$ cat src/rtl/core/sbfd_pkg.sv
// Shared types and constants for the SBUS frame deframer and decoder.
`timescale 1ns / 1ps

package sbfd_pkg;

  localparam logic [7:0] StartMark  = 8'h0F;
  localparam logic [7:0] EndMark    = 8'h00;
  localparam int         StoreDepth = 23;
  localparam int         DataBytes  = 22;
  localparam int         ChanCount  = 16;
  localparam int         ChanBits   = 11;
  localparam int         FlagBits   = 4;
  localparam int         DataWidth  = DataBytes * 8;

  // Last frame position that is still stored; the byte after it closes the frame.
  localparam logic [4:0] LastDataPos = 5'(StoreDepth);
  localparam logic [3:0] LastChan    = 4'(ChanCount - 1);

  typedef struct packed {
    logic [7:0] rx_byte;
  } rx_item_t;

  typedef struct packed {
    logic [3:0]  channel_index;
    logic [10:0] channel_value;
    logic        digital_ch17;
    logic        digital_ch18;
    logic        lost_frame;
    logic        failsafe_active;
    logic        last_of_frame;
  } result_t;

  // Completed frame handed from the deframer to the unpacker.
  typedef struct packed {
    logic                 load;
    logic [DataWidth-1:0] chan_bits;
    logic [FlagBits-1:0]  flags;
  } frame_t;

endpackage

$ cat src/rtl/core/sbfd_stream_if.sv
// Valid/ready stream interface with a typed payload.
`timescale 1ns / 1ps

interface sbfd_stream_if #(
  parameter type payload_t = logic
);
  logic     valid;
  logic     ready;
  payload_t data;

  modport source (output valid, output data, input ready);
  modport sink   (input valid, input data, output ready);
endinterface

$ cat src/rtl/core/sbfd_deframer.sv
// Start-byte hunt, frame byte collection and end-byte check.
`timescale 1ns / 1ps

module sbfd_deframer (
  input  logic                 clk,
  input  logic                 rst,
  sbfd_stream_if.sink          rx,
  input  logic                 unpack_busy,
  output sbfd_pkg::frame_t     frame
);

  logic       in_frame;
  logic [4:0] byte_position;
  logic [7:0] frame_store [sbfd_pkg::StoreDepth];

  logic store_pos;
  logic final_byte;
  logic accept;

  assign store_pos  = (byte_position >= 5'd1) && (byte_position <= sbfd_pkg::LastDataPos);
  assign final_byte = in_frame && !store_pos;
  // Stall only the closing byte while the previous frame is still unpacking.
  assign rx.ready   = !(final_byte && unpack_busy);
  assign accept     = rx.valid && rx.ready;

  always_ff @(posedge clk) begin
    if (rst) begin
      in_frame      <= 1'b0;
      byte_position <= '0;
    end else if (accept) begin
      if (!in_frame) begin
        if (rx.data.rx_byte == sbfd_pkg::StartMark) begin
          in_frame      <= 1'b1;
          byte_position <= 5'd1;
        end
      end else if (store_pos) begin
        byte_position <= byte_position + 5'd1;
      end else begin
        in_frame      <= 1'b0;
        byte_position <= '0;
      end
    end
  end

  always_ff @(posedge clk) begin
    if (accept && in_frame && store_pos) begin
      frame_store[byte_position - 5'd1] <= rx.data.rx_byte;
    end
  end

  always_comb begin
    frame.load  = accept && final_byte && (rx.data.rx_byte == sbfd_pkg::EndMark);
    frame.flags = frame_store[sbfd_pkg::StoreDepth-1][sbfd_pkg::FlagBits-1:0];
    for (int k = 0; k < sbfd_pkg::DataBytes; k++) begin
      frame.chan_bits[8*k +: 8] = frame_store[k];
    end
  end

endmodule

$ cat src/rtl/core/sbfd_unpacker.sv
// Frame snapshot, channel sequencer and result register.
`timescale 1ns / 1ps

module sbfd_unpacker (
  input  logic                 clk,
  input  logic                 rst,
  input  sbfd_pkg::frame_t     frame,
  output logic                 busy,
  sbfd_stream_if.source        res
);

  logic [sbfd_pkg::DataWidth-1:0] snap_bits;
  logic [sbfd_pkg::FlagBits-1:0]  snap_flags;
  logic [3:0]                     chan;
  logic                           out_valid;
  sbfd_pkg::result_t              out_data;

  logic [7:0]  bit_off;
  logic [10:0] chan_value;
  logic        advance;

  assign bit_off    = 8'(chan) * 8'(sbfd_pkg::ChanBits);
  assign chan_value = snap_bits[bit_off +: sbfd_pkg::ChanBits];
  assign advance    = busy && (!out_valid || res.ready);

  assign res.valid = out_valid;
  assign res.data  = out_data;

  always_ff @(posedge clk) begin
    if (rst) begin
      busy      <= 1'b0;
      chan      <= '0;
      out_valid <= 1'b0;
    end else begin
      if (frame.load) begin
        busy <= 1'b1;
        chan <= '0;
      end else if (advance) begin
        chan <= chan + 4'd1;
        if (chan == sbfd_pkg::LastChan) begin
          busy <= 1'b0;
        end
      end
      if (advance) begin
        out_valid <= 1'b1;
      end else if (res.ready) begin
        out_valid <= 1'b0;
      end
    end
  end

  always_ff @(posedge clk) begin
    if (frame.load) begin
      snap_bits  <= frame.chan_bits;
      snap_flags <= frame.flags;
    end
    if (advance) begin
      out_data.channel_index   <= chan;
      out_data.channel_value   <= chan_value;
      out_data.digital_ch17    <= snap_flags[0];
      out_data.digital_ch18    <= snap_flags[1];
      out_data.lost_frame      <= snap_flags[2];
      out_data.failsafe_active <= snap_flags[3];
      out_data.last_of_frame   <= (chan == sbfd_pkg::LastChan);
    end
  end

endmodule

$ cat src/rtl/core/sbus_frame_deframer_decoder_core.sv
// Top level of the SBUS frame deframer and decoder.
`timescale 1ns / 1ps
//
//  Port   Direction  Payload                          Meaning
//  rx     sink       rx_byte (8b)                     received serial bytes
//  chan   source     channel_index, channel_value,    one decoded channel per
//                    four flag bits, last_of_frame     transfer, 16 per frame
//
//  One byte per cycle is taken on rx, unless a closing byte waits on a busy
//  unpacker. Data and flag bytes are stored in the cycle of their transfer;
//  a good end byte copies the frame into the unpacker, which then sends one
//  channel per cycle while chan is not stalled, 16 transfers; the first is
//  valid once the snapshot and then the result register have loaded. rst
//  (synchronous) drops any partial frame and any pending results. A stalled
//  chan only holds rx back on the next closing byte while channels remain.
//
module sbus_frame_deframer_decoder_core (
  input  logic           clk,
  input  logic           rst,
  sbfd_stream_if.sink    rx,
  sbfd_stream_if.source  chan
);

  sbfd_pkg::frame_t frame;
  logic             unpack_busy;

  // Hunt for the start byte, collect the frame, check the end byte.
  sbfd_deframer u_deframer (
    .clk         (clk),
    .rst         (rst),
    .rx          (rx),
    .unpack_busy (unpack_busy),
    .frame       (frame)
  );

  // Hold the completed frame and advance through its 16 channels.
  sbfd_unpacker u_unpacker (
    .clk   (clk),
    .rst   (rst),
    .frame (frame),
    .busy  (unpack_busy),
    .res   (chan)
  );

endmodule

$ cat src/flat_wrapper.sv
// flat-port wrapper written by rule: the top's interface ports become plain ports
module sbus_frame_deframer_decoder_core_flat 
  (clk, rst, rx_valid, rx_data, rx_ready, chan_valid, chan_data, chan_ready);
  sbfd_stream_if #(.payload_t(sbfd_pkg::rx_item_t)) rx_i ();
  sbfd_stream_if #(.payload_t(sbfd_pkg::result_t)) chan_i ();
  input  logic clk;
  input  logic rst;
  input wire logic [$bits(rx_i.valid)-1:0] rx_valid;
  input wire logic [$bits(rx_i.data)-1:0] rx_data;
  output wire logic [$bits(rx_i.ready)-1:0] rx_ready;
  output wire logic [$bits(chan_i.valid)-1:0] chan_valid;
  output wire logic [$bits(chan_i.data)-1:0] chan_data;
  input wire logic [$bits(chan_i.ready)-1:0] chan_ready;
  assign rx_i.valid = rx_valid;
  assign rx_i.data = rx_data;
  assign rx_ready = rx_i.ready;
  assign chan_valid = chan_i.valid;
  assign chan_data = chan_i.data;
  assign chan_i.ready = chan_ready;
  sbus_frame_deframer_decoder_core u_core (.clk(clk), .rst(rst), .rx(rx_i), .chan(chan_i));
endmodule
$ cat config.mk
export PLATFORM = sky130hd
export DESIGN_NAME = sbus_frame_deframer_decoder_core_flat
export DESIGN_NICKNAME = d
export VERILOG_FILES = /design/src/rtl/core/sbfd_pkg.sv /design/src/rtl/core/sbfd_stream_if.sv /design/src/rtl/core/sbfd_deframer.sv /design/src/rtl/core/sbfd_unpacker.sv /design/src/rtl/core/sbus_frame_deframer_decoder_core.sv /design/src/flat_wrapper.sv
export SDC_FILE = /design/constraint.sdc
export NUM_CORES = 1
export LEC_CHECK = 0
export BUFFER_PORTS_ARGS = -buffer_cell sky130_fd_sc_hd__buf_2
export CAP_MARGIN = 40
export CORE_MARGIN = 1
export CORE_UTILIZATION = 55
export DETAILED_ROUTE_END_ITERATION = 10
export PLACE_DENSITY = 0.79
export SYNTH_ARGS = -nofsm -noshare
export SYNTH_HDL_FRONTEND = slang
export SYNTH_SLANG_ARGS = --single-unit
$ cat constraint.sdc
create_clock -name clk -period 20.6 [get_ports clk]
set_input_delay 2.06 -clock clk [delete_from_list [all_inputs] [get_ports clk]]
set_output_delay 2.06 -clock clk [all_outputs]
set_load 0.02 [all_outputs]
# Word-level counts from Yosys, hierarchy flattened
# Memory sizes are Yosys's and may differ from the RTL's. A register that Yosys moved wholly into a read port is not among the register bits.
# Cells that the tools add are included.
dict set report word_totals {
  mem_bits_rw 184
  register_bits 32
  wordCells 56
  mem_count 1
  input_bits 12
  output_inout_bits 22
}
dict set report op_classes {
  add_sub_neg 3
  n_mul 1
  magnitude_cmp 2
  reduce_logical 21
  eq_ne 2
  muxes 13
  shift 1
}
# name words word_bits read_ports rd_clocked_by_memory_dff write_ports line
set memory_table {}
lappend memory_table {u_core.u_deframer.frame_store 23 8 23 23 1 sbfd_deframer.sv:14} ;# logic [7:0] frame_store [sbfd_pkg::StoreDepth];
# op count
set op_table {}
lappend op_table {{indexed part select 176 x 9 -> 11 bit} 1}
lappend op_table {{2-to-1 mux 5 bit} 3}
lappend op_table {{2-to-1 mux 1 bit} 10}
lappend op_table {{logical AND 1 bit} 9}
lappend op_table {{== test 8 x 4 -> 1 bit (second input constant)} 1}
lappend op_table {{logical NOT 8 bit} 1}
lappend op_table {{multiplier 4 x 4 -> 8 bit (second input constant)} 1}
lappend op_table {{nonzero test 2 bit} 4}
lappend op_table {{adder 5 x 1 -> 5 bit (second input constant)} 1}
lappend op_table {{greater-or-equal comparator 5 x 1 -> 1 bit (second input constant)} 1}
lappend op_table {{<= comparator 5 bit (second input constant)} 1}
lappend op_table {{subtractor 5 x 1 -> 5 bit (second input constant)} 1}
lappend op_table {{adder 4 x 1 -> 4 bit (second input constant)} 1}
lappend op_table {{== test 4 bit (second input constant)} 1}
lappend op_table {{AND reduction 2 bit} 2}
lappend op_table {{logical NOT 1 bit} 3}
lappend op_table {{OR reduction 2 bit} 1}
lappend op_table {{logical OR 1 bit} 1}

# Depth between registers and ports, before layout
dict set report depth {
  depth_word 11
  depth_mapped 7
  depth_no_buf 7
}

# Hierarchy
# Synthesis repeated with hierarchy kept, for this count alone.
dict set report hier_totals {
  hier_cells 619
  hier_area_um2 13815.8
}
# mod area_per_inst_um2 cells_each n_inst
set by_module_without_submodules {}
lappend by_module_without_submodules {sbfd_unpacker 7637.3 325 1}
lappend by_module_without_submodules {sbfd_deframer 6178.4 294 1}

# Least setup slack after synthesis
# OpenSTA, ideal clock, no wires.
dict set report synth_timing {
  kind {input-to-reg}
  from {in rx_data[5]}
  to {reg u_core.u_unpacker.busy}
  setup_slack_ps 7582
  t_arrival_ps 12915
  n_path_buf 0
  stages 4
  path_cell_list {nor4_1 nand2_1 nor4_2 o21a_1}
}
# item line
set synth_lines {}
lappend synth_lines {{from (decl)} flat_wrapper.sv:9} ;# input wire logic [$bits(rx_i.data)-1:0] rx_data;
lappend synth_lines {{to (signal assigned)} sbfd_unpacker.sv:31} ;# busy <= 1'b0;
lappend synth_lines {{to (signal assigned)} sbfd_unpacker.sv:36} ;# busy <= 1'b1;
lappend synth_lines {{to (signal assigned)} sbfd_unpacker.sv:41} ;# busy <= 1'b0;
lappend synth_lines {{to (decl)} sbfd_unpacker.sv:8} ;# output logic busy,

==> implementation parameters <==
Parameter                              Value

Placement
  RD Place Congestion    0.899
  Placed wire-length estimate after detailed placement    15200 microns
  Number of port buffers    33

Synthesis
  Synthesized netlist net count    607
  Mux share of post-synthesis cell area    9.11%
  Xor-xnor portion of the synthesized cell area    0.256%
  Distinct cell type count after synthesis    45
  Sequential cell area fraction in the yosys report    85.0%
  Mean instance size in the synthesized netlist    23.2 sq um
  Synthesized instance count    590
  Share of async-settable or async-resettable flops after synthesis    0%
  Main synth FF type    edfxtp_1
  Fraction of the mapped netlist area in adder cells    0.456%
  Compound-Gate Fraction of Synth Area    1.56%
  Count of synthesis-stage warnings from yosys    0
  Main combinational cell family by area after synthesis    multiplexers
  Synth Cell Area    13700 sq um
  Register bit total from synthesis    392
  Share of synthesized cell area in and, or, nand and nor gates    2.60%
  Number of flops mapped to enable cells by yosys    380

Power and ir drop
  Sequential cell fraction of total power    55.8%
  Power Internal    1260 uW
  Power Density    99.7 nW/um^2
  Sw power    288 uW
  Clk network pwr share    43.5%
  Combinational cell fraction of total power    0.7%
  Leakage Power    0.00483 uW
  Worst-case vdd ir drop    0.0710 mV
  Proportion of total power due to net switching    18.6%

Route
  Final ANT Viol Nets    0
  DR vias/cell    6.08
  Wirelength per Cell    27.4 microns
  DR DRC count    0
  Via count    6137
  Final WL    27700 microns
  DRC violation total after the first TritonRoute iteration    711
  Total iterations of the first detailed-routing run    5

Global routing
  Gr ovfl total    0
  Vias in the first global route    6199
  Largest net degree at the start of global routing    182
  Global-route usage over all layers    22.4%
  Initial antenna violation count    2
  Wire length of the first global-routing pass    40400 microns

Cells and area
  Count of fill cells added during filler insertion    1533
  NumNets Final    676
  Fraction of final layout cells sized beyond drive strength 1    23.9%
  Area taken by multi-input logic gates    1930 sq um
  FF/Latch Area    11700 sq um
  Synthesis-to-layout area growth    13.5%
  Most frequent cells in the layout    380 x edfxtp_1, 55 x mux4_2, 39 x clkbuf_16
  Antenna diode instance count    0
  Most frequent standard cell in the layout excluding fill and tap cells    edfxtp_1
  Final cell utilization of the core    63.8%

Clock network
  Clk pin slew, worst setup/hold paths    60 ps
  Post CTS Setup Buffer Count    0
  Count of H-tree levels built during CTS    2
  TritonCTS clock tree    built
  Number of sinks handled by clock tree synthesis    392
  Hold buffer count at CTS    0
  Post-CTS sizing    0
  Clock Root Buffer    clkbuf_16
  Cts bufs inserted    37
  Clk buf depth    3
  Clock latency at the later pin of the worst-skew pair    520 ps

STA
  Pin slew with the least headroom to its limit    1080 ps
  Accumulated negative setup slack    0 ps
  Pins Over Slew Limit    0
  Crit share post-route    20.2%
  Hold violation total from the final report    0
  Clock period minus worst slack    4150 ps
  Final setup fails    0
  Headroom to the max-slew limit    28.3%
  RSZ-0062 raised after global routing    no
  Max Clock Skew    19.5 ps
  Max Fclk    241 MHz

Setup path
  CP required    20730 ps
  Crit path max-delay cell type    buf_12
  Maximum net fanout on the critical path    181
  Type of the worst setup path    in2reg
  Category of the worst setup path launch point    primary input
  Capturing element type of the critical path    flip-flop
  CP arrival    4280 ps
  Slowest Stage Delay on Critical Path    610 ps
  Reg-to-reg setup timing slack    17630 ps
  CP delay by family, top    simple AND/OR/NAND/NOR gates
  Sequence of cells on the critical path    buf_2 -> nor4_1 -> nand2_1 -> nor4_4 -> buf_12
  Critical path buffer and inverter count    2

Floorplanning
  Die Span X    160 microns
  Height of the die    160 microns
  Total die area    25600 sq um
  Effective utilization at floorplan    56.2%
  Standard cell core area    24400 sq um
  Floorplan row count    57
  Num ports    34

Run
  Reported max-cap violation count    0

Min path
  Path class of the lowest-slack min-delay path    reg2reg

Run status
  Outcome    finished clean
-- power by group through the flow --
| stage | logic, uW | clock network, uW | registers (uW) |
|---|---|---|---|
| final | 10.6 | 674 | 866 |
| after global routing | 11.1 | 714 | 866 |
| after CTS | 10.8 | 684 | 866 |
| after detailed placement | 10.5 | 0 | 884 |
| after global placement | 10.0 | 0 | 884 |
| after floorplan | 0.919 | 0 | 884 |
-- Yosys cell counts, types with 2 or more instances --
cell | count | area share (%)
edfxtp_1 | 380 | 83
mux4_2 | 55 | 9.0
nor2_1 | 33 | 0.90
nand2_1 | 19 | 0.52
dfxtp_1 | 12 | 1.8
inv_1 | 8 | 0.22
a21oi_1 | 6 | 0.22
clkbuf_1 | 6 | 0.16
buf_6 | 5 | 0.41
ha_1 | 5 | 0.46
nor3_1 | 5 | 0.18
buf_1 | 4 | 0.11
nand3_1 | 4 | 0.15
o21ai_0 | 4 | 0.15
nor2b_1 | 3 | 0.14
nor4_1 | 3 | 0.14
or3_1 | 3 | 0.14
buf_2 | 2 | 0.073
nand4_1 | 2 | 0.091
o21a_1 | 2 | 0.11
o22ai_1 | 2 | 0.091
o31a_1 | 2 | 0.13
xnor2_1 | 2 | 0.13
xor2_1 | 2 | 0.13
-- metal layers --
metal	global-route usage, %	up-vias	part of all wire, %
li1	-	2559	-
met1	30.6	3136	39
met2	36.4	353	50
met3	3.64	89	7.0
met4	9.26	0	3.8
met5	0	-	0
-- cells by family (layout without fill, tap and decap cells) --
group / Yosys count / after routing
adders and majority gates: 5 / 5
buffers and inverters: 26 / 122
muxes: 56 / 56
AOI/OAI and AO/OA: 29 / 29
and+or+nand+nor: 78 / 78
DFF: 392 / 392
xor gates and xnor gates: 4 / 4
-- sequential cells by signal, summed over array words and instances, names as in the netlist --
register,flops
u_core.u_unpacker.res.valid,1
u_core.u_deframer.frame_store,180
u_core.u_deframer.byte_position,5
u_core.u_unpacker.chan,4
u_core.u_deframer.in_frame,1
u_core.u_unpacker.busy,1
u_core.u_unpacker.res.data,20
u_core.u_unpacker.snap_bits,176
u_core.u_unpacker.snap_flags,4
-- per-stage QoR --
step	hold slack, ps	worst slack [ps]	power [uW]	instance area, sq um	std cells
floorplan	400	7580	885	13700	590
global placement	401	16150	894	14200	933
detailed placement	405	16090	894	14300	938
CTS	418	16440	1560	15500	1004
global route	422	16400	1590	15600	1010
finish	414	16450	1550	15600	1010
-- worst register-to-register path, cell delays in order (launching register included) --
cell and delay, ps:
dfxtp_1 440, inv_1 100, ha_1 210, nor4_1 220, and2_2 260, o21bai_2 140
nor4_4 310, buf_12 610
-- final cells by class --
cell class / count / share of cell area (%)
inverter: 8 / 0.193
sequential: 392 / 74.9
timing repair buffer: 48 / 2.12
clock inverter: 23 / 1.38
tap: 324 / 2.60
clock buffer: 43 / 6.37
multi-input combinational: 172 / 12.4
-- worst paths after layout --
kind,from,endpoint,depth (start not counted)
max,rx_data[5],u_core.u_unpacker.snap_bits[56]$_DFFE_PP_,5
min,u_core.u_deframer.frame_store[3][1]$_DFFE_PP_,u_core.u_unpacker.snap_bits[25]$_DFFE_PP_,0
max reg2reg,u_core.u_deframer.byte_position[1]$_SDFFE_PP0P_,u_core.u_unpacker.snap_bits[56]$_DFFE_PP_,7
min reg2reg,u_core.u_deframer.frame_store[3][1]$_DFFE_PP_,u_core.u_unpacker.snap_bits[25]$_DFFE_PP_,0
(Power assumes the default switching activity.)
